[config.mk]
export PLATFORM = sky130hd
export DESIGN_NAME = ultrasonic_range_averager_core
export DESIGN_NICKNAME = d
export VERILOG_FILES = /design/src/rtl/urav_pkg.sv /design/src/rtl/urav_front.sv /design/src/rtl/urav_div.sv /design/src/rtl/urav_back.sv /design/src/rtl/ultrasonic_range_averager_core.sv
export SDC_FILE = /design/constraint.sdc
export NUM_CORES = 2
export LEC_CHECK = 0
export ABC_CLOCK_PERIOD_IN_PS = 7420
export CAP_MARGIN = 20
export CORE_MARGIN = 5
export CORE_UTILIZATION = 60
export DETAILED_ROUTE_END_ITERATION = 10
export DONT_BUFFER_PORTS = 1
export GPL_ROUTABILITY_DRIVEN = 0
export GPL_TIMING_DRIVEN = 0
export PLACE_DENSITY = 0.9
export SYNTH_ARGS = -nofsm -noshare
export SYNTH_HDL_FRONTEND = slang
export SYNTH_SLANG_ARGS = --single-unit
[constraint.sdc]
create_clock -name clk -period 7.42 [get_ports clk]
set_input_delay 0.742 -clock clk [delete_from_list [all_inputs] [get_ports clk]]
set_output_delay 0.742 -clock clk [all_outputs]
set_load 0.05 [all_outputs]
[src/rtl/urav_pkg.sv]
`default_nettype none
package urav_pkg;

  localparam int PULSE_BITS   = 20;
  localparam int WARMUP_READS = 2;
  localparam int SUM_BITS     = 26;
  localparam int DIVD_BITS    = SUM_BITS + 1;
  localparam int DIVS_BITS    = 9;
  localparam int Q8_BITS      = 18;
  localparam int PROD_BITS    = PULSE_BITS + 24;
  localparam int Q8_FULL_BITS = PROD_BITS + 1 - 16;

  localparam logic [1:0] REG_READING_COUNT = 2'd0;
  localparam logic [1:0] REG_TRIGGER_TICKS = 2'd1;
  localparam logic [1:0] REG_INCH_PER_TICK = 2'd2;
  localparam logic [1:0] REG_MAX_RANGE     = 2'd3;

  typedef struct packed {
    logic start_req;
    logic echo_level;
  } tick_t;

  typedef struct packed {
    logic               trigger_level;
    logic               busy_res;
    logic               reading_valid;
    logic [7:0]         reading_index;
    logic [Q8_BITS-1:0] reading_q8;
    logic               average_valid;
    logic [Q8_BITS-1:0] average_q8;
  } res_t;

endpackage
`default_nettype wire

[src/rtl/urav_front.sv]
`default_nettype none
module urav_front import urav_pkg::*; (
  input  wire   clk,
  input  wire   rst_n,
  input  wire   push,
  input  tick_t push_item,
  output logic  full,
  output logic  item_valid,
  output tick_t item,
  input  wire   take
);

  tick_t      mem_r [2];
  logic       wr_ptr_r, rd_ptr_r;
  logic [1:0] count_r;
  logic       do_push, do_take;

  assign full       = (count_r == 2'd2);
  assign item_valid = (count_r != 2'd0);
  assign item       = mem_r[rd_ptr_r];
  assign do_push    = push && !full;
  assign do_take    = take && item_valid;

  always_ff @(posedge clk) begin
    if (do_push) mem_r[wr_ptr_r] <= push_item;
    if (!rst_n) begin
      wr_ptr_r <= 1'b0;
      rd_ptr_r <= 1'b0;
      count_r  <= 2'd0;
    end else begin
      if (do_push) wr_ptr_r <= !wr_ptr_r;
      if (do_take) rd_ptr_r <= !rd_ptr_r;
      count_r <= count_r + {1'b0, do_push} - {1'b0, do_take};
    end
  end

endmodule
`default_nettype wire

[src/rtl/urav_div.sv]
`default_nettype none
module urav_div import urav_pkg::*; (
  input  wire                   clk,
  input  wire                   rst_n,
  input  wire                   start,
  input  wire  [DIVD_BITS-1:0]  dividend,
  input  wire  [DIVS_BITS-1:0]  divisor,
  output logic                  done,
  output logic [DIVD_BITS-1:0]  quotient
);

  localparam int CNT_BITS = $clog2(DIVD_BITS + 1);

  logic [DIVD_BITS-1:0] quo_r;
  logic [DIVS_BITS:0]   rem_r;
  logic [DIVS_BITS-1:0] dvs_r;
  logic [CNT_BITS-1:0]  cnt_r;
  logic                 run_r;
  logic [DIVS_BITS:0]   trial;

  // shift in one dividend bit, subtract if it fits
  assign trial    = {rem_r[DIVS_BITS-1:0], quo_r[DIVD_BITS-1]};
  assign quotient = quo_r;
  assign done     = run_r && (cnt_r == '0);

  always_ff @(posedge clk) begin
    if (!rst_n) begin
      run_r <= 1'b0;
      cnt_r <= '0;
    end else if (start) begin
      run_r <= 1'b1;
      cnt_r <= CNT_BITS'(DIVD_BITS);
      quo_r <= dividend;
      rem_r <= '0;
      dvs_r <= divisor;
    end else if (run_r) begin
      if (cnt_r == '0) begin
        run_r <= 1'b0;
      end else begin
        cnt_r <= cnt_r - 1'b1;
        if (trial >= {1'b0, dvs_r}) begin
          rem_r <= trial - {1'b0, dvs_r};
          quo_r <= {quo_r[DIVD_BITS-2:0], 1'b1};
        end else begin
          rem_r <= trial;
          quo_r <= {quo_r[DIVD_BITS-2:0], 1'b0};
        end
      end
    end
  end

endmodule
`default_nettype wire

[src/rtl/urav_back.sv]
`default_nettype none
module urav_back import urav_pkg::*; (
  input  wire         clk,
  input  wire         rst_n,
  input  wire         item_valid,
  input  tick_t       item,
  output logic        take,
  input  wire         cfg_valid,
  input  wire  [1:0]  cfg_index,
  input  wire  [23:0] cfg_data,
  output logic        res_empty,
  output res_t        res,
  input  wire         res_pop
);

  typedef enum logic [1:0] {PH_IDLE, PH_TRIG, PH_WAIT, PH_HIGH} phase_t;
  typedef enum logic [2:0] {SQ_TAKE, SQ_SCALE, SQ_CHECK, SQ_DIV, SQ_EMIT} seq_t;

  logic [7:0]              rc_r, tt_r;
  logic [23:0]             ipt_r;
  logic [Q8_BITS-1:0]      max_r;
  phase_t                  phase_r, phase_nxt;
  seq_t                    seq_r;
  logic [7:0]              timer_r, timer_nxt;
  logic [PULSE_BITS-1:0]   pulse_r, pulse_nxt;
  logic [1:0]              warm_r;
  logic [7:0]              acc_r;
  logic [SUM_BITS-1:0]     sum_r;
  logic [PROD_BITS-1:0]    prod_r;
  logic [Q8_FULL_BITS-1:0] q8_r;
  res_t                    hold_r, tick_res;
  logic                    out_valid_r;
  res_t                    out_r;
  logic                    slot_free, falling, run_reset;
  logic [7:0]              len, timer_inc;
  logic [PROD_BITS:0]      rounded;
  logic [7:0]              acc_inc, need;
  logic [DIVS_BITS-1:0]    n_div;
  logic [SUM_BITS-1:0]     sum_inc;
  logic                    div_start, div_done;
  logic [DIVD_BITS-1:0]    div_q, dividend;

  assign slot_free = !out_valid_r || res_pop;
  assign res_empty = !out_valid_r;
  assign res       = out_r;
  assign falling   = (phase_r == PH_HIGH) && !item.echo_level;
  assign take      = (seq_r == SQ_TAKE) && item_valid && (falling || slot_free);
  assign len       = (tt_r == 8'd0) ? 8'd1 : tt_r;
  assign timer_inc = timer_r + 8'd1;

  // one tick that does not end a measurement
  always_comb begin
    phase_nxt = phase_r;
    timer_nxt = timer_r;
    pulse_nxt = pulse_r;
    run_reset = 1'b0;
    tick_res  = '0;
    case (phase_r)
      PH_IDLE: if (item.start_req) begin
        phase_nxt = PH_TRIG;
        timer_nxt = 8'd0;
        pulse_nxt = '0;
        run_reset = 1'b1;
      end
      PH_TRIG: begin
        tick_res.trigger_level = 1'b1;
        if (timer_inc >= len) begin
          phase_nxt = PH_WAIT;
          timer_nxt = 8'd0;
        end else begin
          timer_nxt = timer_inc;
        end
      end
      PH_WAIT: if (item.echo_level) begin
        pulse_nxt = PULSE_BITS'(1);
        phase_nxt = PH_HIGH;
      end
      PH_HIGH: if (pulse_r != '1) pulse_nxt = pulse_r + 1'b1;
      default: phase_nxt = PH_IDLE;
    endcase
    tick_res.busy_res = (phase_nxt != PH_IDLE);
  end

  assign rounded  = {1'b0, prod_r} + (PROD_BITS+1)'(32'h8000);
  assign acc_inc  = acc_r + 8'd1;
  assign need     = (rc_r == 8'd0) ? 8'd1 : rc_r;
  assign n_div    = (acc_inc == 8'd0) ? 9'd256 : {1'b0, acc_inc};
  assign sum_inc  = sum_r + SUM_BITS'(q8_r[Q8_BITS-1:0]);
  assign dividend = {1'b0, sum_inc} + DIVD_BITS'(n_div[DIVS_BITS-1:1]);
  assign div_start = (seq_r == SQ_CHECK) && (warm_r >= 2'(WARMUP_READS))
                   && (q8_r <= Q8_FULL_BITS'(max_r))
                   && ((acc_inc >= need) || (acc_inc == 8'd0));

  urav_div u_div (
    .clk      (clk),
    .rst_n    (rst_n),
    .start    (div_start),
    .dividend (dividend),
    .divisor  (n_div),
    .done     (div_done),
    .quotient (div_q)
  );

  always_ff @(posedge clk) begin
    if (!rst_n) begin
      rc_r        <= 8'd1;
      tt_r        <= 8'd10;
      ipt_r       <= 24'd113278;
      max_r       <= 18'd97280;
      phase_r     <= PH_IDLE;
      seq_r       <= SQ_TAKE;
      timer_r     <= 8'd0;
      pulse_r     <= '0;
      warm_r      <= 2'd0;
      acc_r       <= 8'd0;
      sum_r       <= '0;
      out_valid_r <= 1'b0;
    end else begin
      if (cfg_valid) begin
        case (cfg_index)
          REG_READING_COUNT: rc_r  <= cfg_data[7:0];
          REG_TRIGGER_TICKS: tt_r  <= cfg_data[7:0];
          REG_INCH_PER_TICK: ipt_r <= cfg_data;
          REG_MAX_RANGE:     max_r <= cfg_data[Q8_BITS-1:0];
          default: ;
        endcase
      end
      if (res_pop && out_valid_r) out_valid_r <= 1'b0;
      case (seq_r)
        SQ_TAKE: if (take) begin
          if (falling) begin
            prod_r <= PROD_BITS'(pulse_r) * PROD_BITS'(ipt_r);
            seq_r  <= SQ_SCALE;
          end else begin
            phase_r     <= phase_nxt;
            timer_r     <= timer_nxt;
            pulse_r     <= pulse_nxt;
            out_r       <= tick_res;
            out_valid_r <= 1'b1;
            if (run_reset) begin
              warm_r <= 2'd0;
              acc_r  <= 8'd0;
              sum_r  <= '0;
            end
          end
        end
        SQ_SCALE: begin
          q8_r  <= rounded[PROD_BITS:16];
          seq_r <= SQ_CHECK;
        end
        SQ_CHECK: begin
          pulse_r <= '0;
          timer_r <= 8'd0;
          hold_r  <= '0;
          hold_r.busy_res <= 1'b1;
          phase_r <= PH_TRIG;
          seq_r   <= SQ_EMIT;
          if (warm_r < 2'(WARMUP_READS)) begin
            warm_r <= warm_r + 2'd1;
          end else if (q8_r <= Q8_FULL_BITS'(max_r)) begin
            acc_r <= acc_inc;
            sum_r <= sum_inc;
            hold_r.reading_valid <= 1'b1;
            hold_r.reading_index <= acc_inc;
            hold_r.reading_q8    <= q8_r[Q8_BITS-1:0];
            if (div_start) begin
              hold_r.busy_res      <= 1'b0;
              hold_r.average_valid <= 1'b1;
              phase_r <= PH_IDLE;
              seq_r   <= SQ_DIV;
            end
          end
        end
        SQ_DIV: if (div_done) begin
          hold_r.average_q8 <= div_q[Q8_BITS-1:0];
          seq_r <= SQ_EMIT;
        end
        SQ_EMIT: if (slot_free) begin
          out_r       <= hold_r;
          out_valid_r <= 1'b1;
          seq_r       <= SQ_TAKE;
        end
        default: seq_r <= SQ_TAKE;
      endcase
    end
  end

endmodule
`default_nettype wire

[src/rtl/ultrasonic_range_averager_core.sv]
`default_nettype none
// Ultrasonic range averager: one input transaction per sensor tick carries the
// start request and the sampled echo level; one result transaction per tick
// gives the trigger drive, busy flag, any accepted reading and the run average.
// Input side is a queue: push while full is low. Result side is a queue: the
// oldest result is on out_* while out_empty is low, taken with out_pop.
// A two-entry input queue parts the input side from the sequencer, and a
// one-entry result register parts the sequencer from the receiver, so ticks
// keep being queued while a result waits.
// Ordinary ticks are handled in the take state alone. The tick on which
// the echo falls passes through scale multiply, rounding, range check and
// result, plus a division when it closes the run: the mean comes from a
// bit-serial divider that resolves one quotient bit per cycle.
// Configuration writes (cfg_valid, cfg_index, cfg_data) are always ready.
// The user makes them while the block is idle; the block does not enforce it.
// Synchronous reset clears both queues, returns to idle and loads the register
// defaults. A stalled receiver holds the sequencer, then the input queue fills.
module ultrasonic_range_averager_core import urav_pkg::*; (
  input  wire                clk,
  input  wire                rst_n,
  input  wire                in_push,
  output logic               in_full,
  input  wire                in_start_req,
  input  wire                in_echo_level,
  output logic               out_empty,
  input  wire                out_pop,
  output logic               out_trigger_level,
  output logic               out_busy_res,
  output logic               out_reading_valid,
  output logic [7:0]         out_reading_index,
  output logic [Q8_BITS-1:0] out_reading_q8,
  output logic               out_average_valid,
  output logic [Q8_BITS-1:0] out_average_q8,
  input  wire                cfg_valid,
  output logic               cfg_ready,
  input  wire  [1:0]         cfg_index,
  input  wire  [23:0]        cfg_data
);

  tick_t push_item, item;
  logic  item_valid, take;
  res_t  res;

  assign push_item.start_req  = in_start_req;
  assign push_item.echo_level = in_echo_level;
  assign cfg_ready = 1'b1;

  urav_front u_front (
    .clk        (clk),
    .rst_n      (rst_n),
    .push       (in_push),
    .push_item  (push_item),
    .full       (in_full),
    .item_valid (item_valid),
    .item       (item),
    .take       (take)
  );

  urav_back u_back (
    .clk        (clk),
    .rst_n      (rst_n),
    .item_valid (item_valid),
    .item       (item),
    .take       (take),
    .cfg_valid  (cfg_valid),
    .cfg_index  (cfg_index),
    .cfg_data   (cfg_data),
    .res_empty  (out_empty),
    .res        (res),
    .res_pop    (out_pop)
  );

  assign out_trigger_level = res.trigger_level;
  assign out_busy_res      = res.busy_res;
  assign out_reading_valid = res.reading_valid;
  assign out_reading_index = res.reading_index;
  assign out_reading_q8    = res.reading_q8;
  assign out_average_valid = res.average_valid;
  assign out_average_q8    = res.average_q8;

endmodule
`default_nettype wire
After elaboration in Yosys (flattened, before gate mapping)
Memories as Yosys holds them, arrays and structs flattened. A register that Yosys moved wholly into a read port is not among the register bits.
Index checks and enable logic that the tools add are counted.
- output and inout port bits: 51
- memories kept: 1
- bits in writable memories: 4
- flip-flop bits (word level): 351
- memory list (name ; words ; width ; read ports ; clocked after memory_dff ; write ports ; line ; RTL):
    u_front.mem_r ; 2 ; 2 ; 1 ; 1 ; 1 ; urav_front.sv:13 ; tick_t mem_r [2];
- muxes and demuxes: 85
- reductions and logical operators: 52
- magnitude comparators: 6
- $add $sub $neg: 11
- multipliers: 1
- eq/ne operators: 27
- bitwise logic cells: 3
- operators by type and width (kind ; number):
    $mux 48 ; 3
    $mux 26 ; 5
    $mux 20 ; 5
    $pmux 48 s2 ; 1
    $mux 8 ; 11
    $mux 27 ; 3
    $pmux 20 s3 ; 1
    $pmux 26 s2 ; 1
    $pmux 8 s2 ; 3
    $add 44x16->45 const B ; 1
    $mul 20x24->44 ; 1
    $pmux 20 s2 ; 1
    $mux 9 ; 4
    $pmux 18 s2 ; 1
    $le 29x18->1 ; 1
    $mux 28 ; 1
    $add 26x8->27 ; 1
    $add 26x18->26 ; 1
    $logic_not 8->1 ; 3
    $mux 2 ; 11
    $mux 3 ; 7
    $add 20x1->20 const B ; 1
    $ne 20x20->1 const B ; 1
    $mux 1 ; 18
    41 further kinds ; 99

Longest topological paths before layout
- depth after elaboration: 9
- gate-level depth with buffers: 27

Hierarchy
Synthesis repeated with hierarchy kept, for this count alone.
- cells, all modules: 3300
- area total of the unflattened synthesis: 32148.3 µm²
- by module, submodules not included (module ; seq. area each (µm²) ; instances ; cells each ; area an instance (µm²)):
    urav_back ; 7156.9 ; 1 ; 3078 ; 29178.0
    urav_div ; 1471.4 ; 1 ; 188 ; 2581.2
    urav_front ; 220.2 ; 1 ; 32 ; 377.9
    ultrasonic_range_averager_core ; 0.0 ; 1 ; 2 ; 11.3

Worst setup path before layout
No wires, ideal clock.
- path type: register -> register
- from: register u_back.pulse_r[10]
- to: register u_back.prod_r[40] (data pin)
- setup slack: 0.345 ns
- stages on the path, launching flop included: 25
- period minus slack after synthesis: 7.075 ns
- data required time: 7.154 ns
- data arrival time: 6.809 ns
- path through: dfxtp_1 -> clkbuf_1 -> clkbuf_1 -> and2_1 -> fa_1 -> inv_1 -> fa_1 -> fa_1 -> inv_1 -> fa_1 -> fa_1 -> fa_1 -> inv_1 -> fa_1 -> inv_1 -> ha_1 -> a21o_1 -> a21o_1 -> a21o_1 -> o2bb2ai_1 -> o21a_1 -> o32a_1 -> a2111oi_0 -> nor3_1 -> xor2_1
- longest elaborated chain between the ends: 1
- RTL lines (item ; line ; RTL):
    start, declared ; urav_back.sv:25 ; logic [PULSE_BITS-1:0] pulse_r, pulse_nxt;
    start signal, assigned ; urav_back.sv:137 ; pulse_r <= pulse_nxt;
    $mul 20x24->44 ; urav_back.sv:132 ; prod_r <= PROD_BITS'(pulse_r) * PROD_BITS'(ipt_r);
    end signal, assigned ; urav_back.sv:132 ;
    end, declared ; urav_back.sv:29 ; logic [PROD_BITS-1:0] prod_r;
No other way between the ends.
A chain may end at the register's enable or synchronous reset.

Final worst setup path
- from: register u_back.pulse_r[19]
- to: register u_back.prod_r[40] (data pin)
Same word-level chain as after synthesis.

==> results list <==
* Status: completed
* Placed Area: 33,050 sq um
- Area delta synth->final: 8.432%
- For the pin with the worst max-slew slack, the measured transition is 1028 ps.
* YS warnings: 0
- Entering global routing, the biggest net connects 30 pins.
* Top delay family on crit path: adder cells
* Number of antenna violations at the first check in global routing: 2
- The total overflow left after global routing is 0.
* Register-to-Register Setup Slack: 60 ps
- Yosys mapped the design onto 87 distinct sky130hd cell types.
* First-pass GRT wire length: 135,400 microns
- For this run, the top clock speed supported by timing is 135.9 MHz.
* WP buf/inv: 3
- Among the stages of the critical path, the cell type that occurs most often is fa_1.
- After synthesis the netlist holds a flip-flop and latch count of 341.
* Synth async-reset ratio: 0%
* TritonCTS clock tree: yes
- Count of antenna-violating nets left after detailed routing: 0
* Flip-flop and latch area: 8891 sq um
* Slew Limit Fails: 0
- Final critical-path required period: 7361 ps
* Final Hold Violating Endpoints: 0
* CP max FO: 10
- The floorplan step defined a die boundary enclosing 58,110 sq um.
- Data arrival time of the worst path: 7650 ps
- Total leakage power: 16.51 nW
* Setup violations, final: 0
- After floorplanning, the core was divided into 84 placement rows.
- Element type at the critical path start: register
- The path class of the tightest hold or removal check is in2reg.
- CTS H-Tree Depth: 2
* Die W: 241.1 microns
- In the final routed layout, each cell accounts on average for 20.89 microns.
- Max transition margin: 30.91%
* Slowest stage cell, crit path: fa_1
- Post-Synthesis Mean Instance Area: 9.458 sq um
- The tightest hold path in the finished design has a slack of 264.4 ps.
- Most frequently used flop master after synthesis: edfxtp_1
- In this run the count of I/O pins placed on the die edge is 84.
- Category of the most critical setup path: reg2reg
- After routing the design area is 34,740 sq um.
* Number of filler instances in the final layout: 3,754
- Number of nets in the layout: 4,088
- In this run the cell area of the synthesized design comes to 32,040 sq um.
* Ratio of total power to cell area: 132.1 nW/um^2
- The routed design has 86,730 microns of wire.
- Count of input and output buffers: 0
- The first TritonRoute pass finished after 10 iterations.
- CP endpoint kind: register
* Detailed Place HPWL: 66,820 microns
- Crit share post-route: 99.20%
- The floorplan step defined a core boundary enclosing 52,760 sq um.
- Vert. Die Dim: 241.1 microns
- Synthesis produced 3,387 cells.
- The finished layout holds 4,151 standard cells, fillers aside.
- Crit path required time: 7710 ps
- CTS Buffer Depth: 3
- Combined area of the multi-input logic cells: 20,730 sq um
- After clock tree synthesis, the clock-pin slew on the worst setup and hold paths is 70 ps.
- The detailed router finished its first iteration with 2,658 violations.
- When the netlist entered floorplanning its net count stood at 4,044.
* Sequential share of the synthesized area: 27.62%
- Across the run, the number of max-cap violations was 0.
- Counting every sink on the clock net gives 341.
- Across the routed clock network, the largest skew measured is 51.94 ps.
* Via count: 25,110
* Via-per-instance ratio: 6.049
* Maximum vdd drop: 0.0001508 V
- Remaining routing DRC violations: 0
- Clock buffer count from CTS: 35
- The later pin in the worst-skew pair is clocked with a latency of 570 ps.
- The synthesized design contains 202 enable-type register cells.
* Layout cells sized above 1: 6.593%
- Clock tree synthesis selected as its root buffer the cell clkbuf_16.
- The initial utilization of the core area, before any placement, comes to 60.72%.
* Cell-by-cell listing of the critical path: clkbuf_4 > and2_1 > fa_1 > fa_1 > fa_1 > fa_1 > fa_1 > fa_1 > inv_1 > fa_1 > inv_1 > ha_2 > a21o_1 > a21o_1 > a21oi_2 > o22ai_1 > o32a_1 > a2111oi_4 > nor3_2 > xor2_1
* Total placed cells including tap cells: 4,086
- Overall global routing resource usage: 29.69%
- In this design, the stage delay of the slowest critical-path cell is 580 ps.
- The number of global-route vias before repair came to 25,810.
- Number of hold-repair buffers added at the cts stage: 0
-- layout make-up --
| type | count | share of cell area, % |
|---|---|---|
| Multi-Input combinational cell | 2352 | 59.69 |
| Sequential cell | 341 | 25.60 |
| Inverter | 519 | 5.608 |
| Clock buffer | 46 | 2.975 |
| Tap cell | 688 | 2.478 |
| Buffer | 160 | 2.384 |
| Clock inverter | 18 | 0.6447 |
| Timing Repair Buffer | 22 | 0.5907 |
| Antenna cell | 5 | 0.03602 |
-- metrics by stage --
stage	worst slack, ps	total power [mW]	util (%)	setup TNS, ps
detailed placement	-1024	2.706	62.64	-13500
finish	59.16	4.588	65.84	0
CTS	2.627	4.582	65.23	0
global placement	-1355	2.693	62.35	-74750
floorplan	344.8	2.577	-	0
global route	-55.80	4.717	65.83	-146.3
-- repair_timing --
item	CTS	global route
endpoints found under the setup margin	28	16
buffers inserted	1	10
endpoints found under the hold margin	0	0
pin swaps	1	12
gates resized for setup	83	159
-- final timing paths --
kind | from | end | depth (start not counted)
setup / recovery | u_back.pulse_r[19] | u_back.prod_r[40] | 20
hold / removal | in_echo_level | u_front.mem_r[0][0] | 0
setup reg to reg | u_back.pulse_r[19] | u_back.prod_r[40] | 20
hold reg to reg | u_back.max_r[7] | u_back.max_r[7] | 2
-- Yosys cell counts (11+ instances only) --
master    number  area share [%]
o21a_1        12            0.28
a21oi_1      138             2.2
dfxtp_1      139             8.7
and3_1        66             1.3
nand2_1      446             5.2
fa_1         394              25
nand2b_1      19            0.37
edfxtp_1     202              19
o211ai_1      14            0.33
clkbuf_1     164             1.9
nor3_1        35            0.55
a211oi_1      14            0.33
a31oi_1       11            0.21
xnor2_1       81             2.2
nor2_1       151             1.8
a21o_1        52             1.2
mux2i_1       12            0.37
nand3_1       57            0.89
o21ai_0       65             1.0
nand4_1       30            0.59
and2_1       303             5.9
xor2_1        53             1.4
ha_1         230             9.0
inv_1        516             6.0
and4_1        13            0.36
nor2b_1       17            0.33
-- cell families after synthesis --
family	count (synthesis)	share of synthesized area (%)
AND/OR/NAND/NOR	1187	18.50
buffers and inverters	694	8.159
adder cells (fa/ha/maj)	624	33.60
AO/OA/AOI/OAI	394	8.065
flip-flops	341	27.62
XOR/XNOR	134	3.664
multiplexers	12	0.3750
other	1	0.01171
-- flip-flops by register name, indices dropped and copies added (netlist names), 9 cells and up, named ones only --
register,flops
u_back.q8_r,29
u_back.res,48
u_back.u_div.dvs_r,9
u_back.ipt_r,24
u_back.hold_r,47
u_back.prod_r,29
u_back.pulse_r,20
u_back.u_div.quotient,27
u_back.max_r,18
u_back.sum_r,26
u_back.u_div.rem_r,9
-- routing by layer --
layer	vias up	wire length (microns)	track usage, %
met4	2	6649	17.46
li1	10960	-	-
met5	-	107	1.310
met2	1567	40070	48.16
met1	12150	29410	34.81
met3	437	10490	9.336
-- power by group --
part / switching (mW) / internal (mW) / total (mW)
clock network: 0.798 / 1.11 / 1.91
registers: 0.202 / 2.08 / 2.28
logic: 0.289 / 0.109 / 0.397
-- cells in the final DEF (no fill, tap or decap), types with 80 or more instances in the layout --
cell	count
inv_1	515
nand2_1	445
fa_1	393
and2_1	303
ha_1	227
edfxtp_1	202
nor2_1	149
a21oi_1	135
dfxtp_1	121
xnor2_1	81
clkbuf_1	80
-- worst register-to-register path, delay by kind of cell, from the launching register on --
kind,cells,cell delay (ps)
buffers and inverters,3,460
and+or+nand+nor,2,270
AOI/OAI and AO/OA,6,1600
xor gates and xnor gates,1,150
DFF,1,530
adders and majority gates,8,4090
Power figures use the tool's default switching activity.
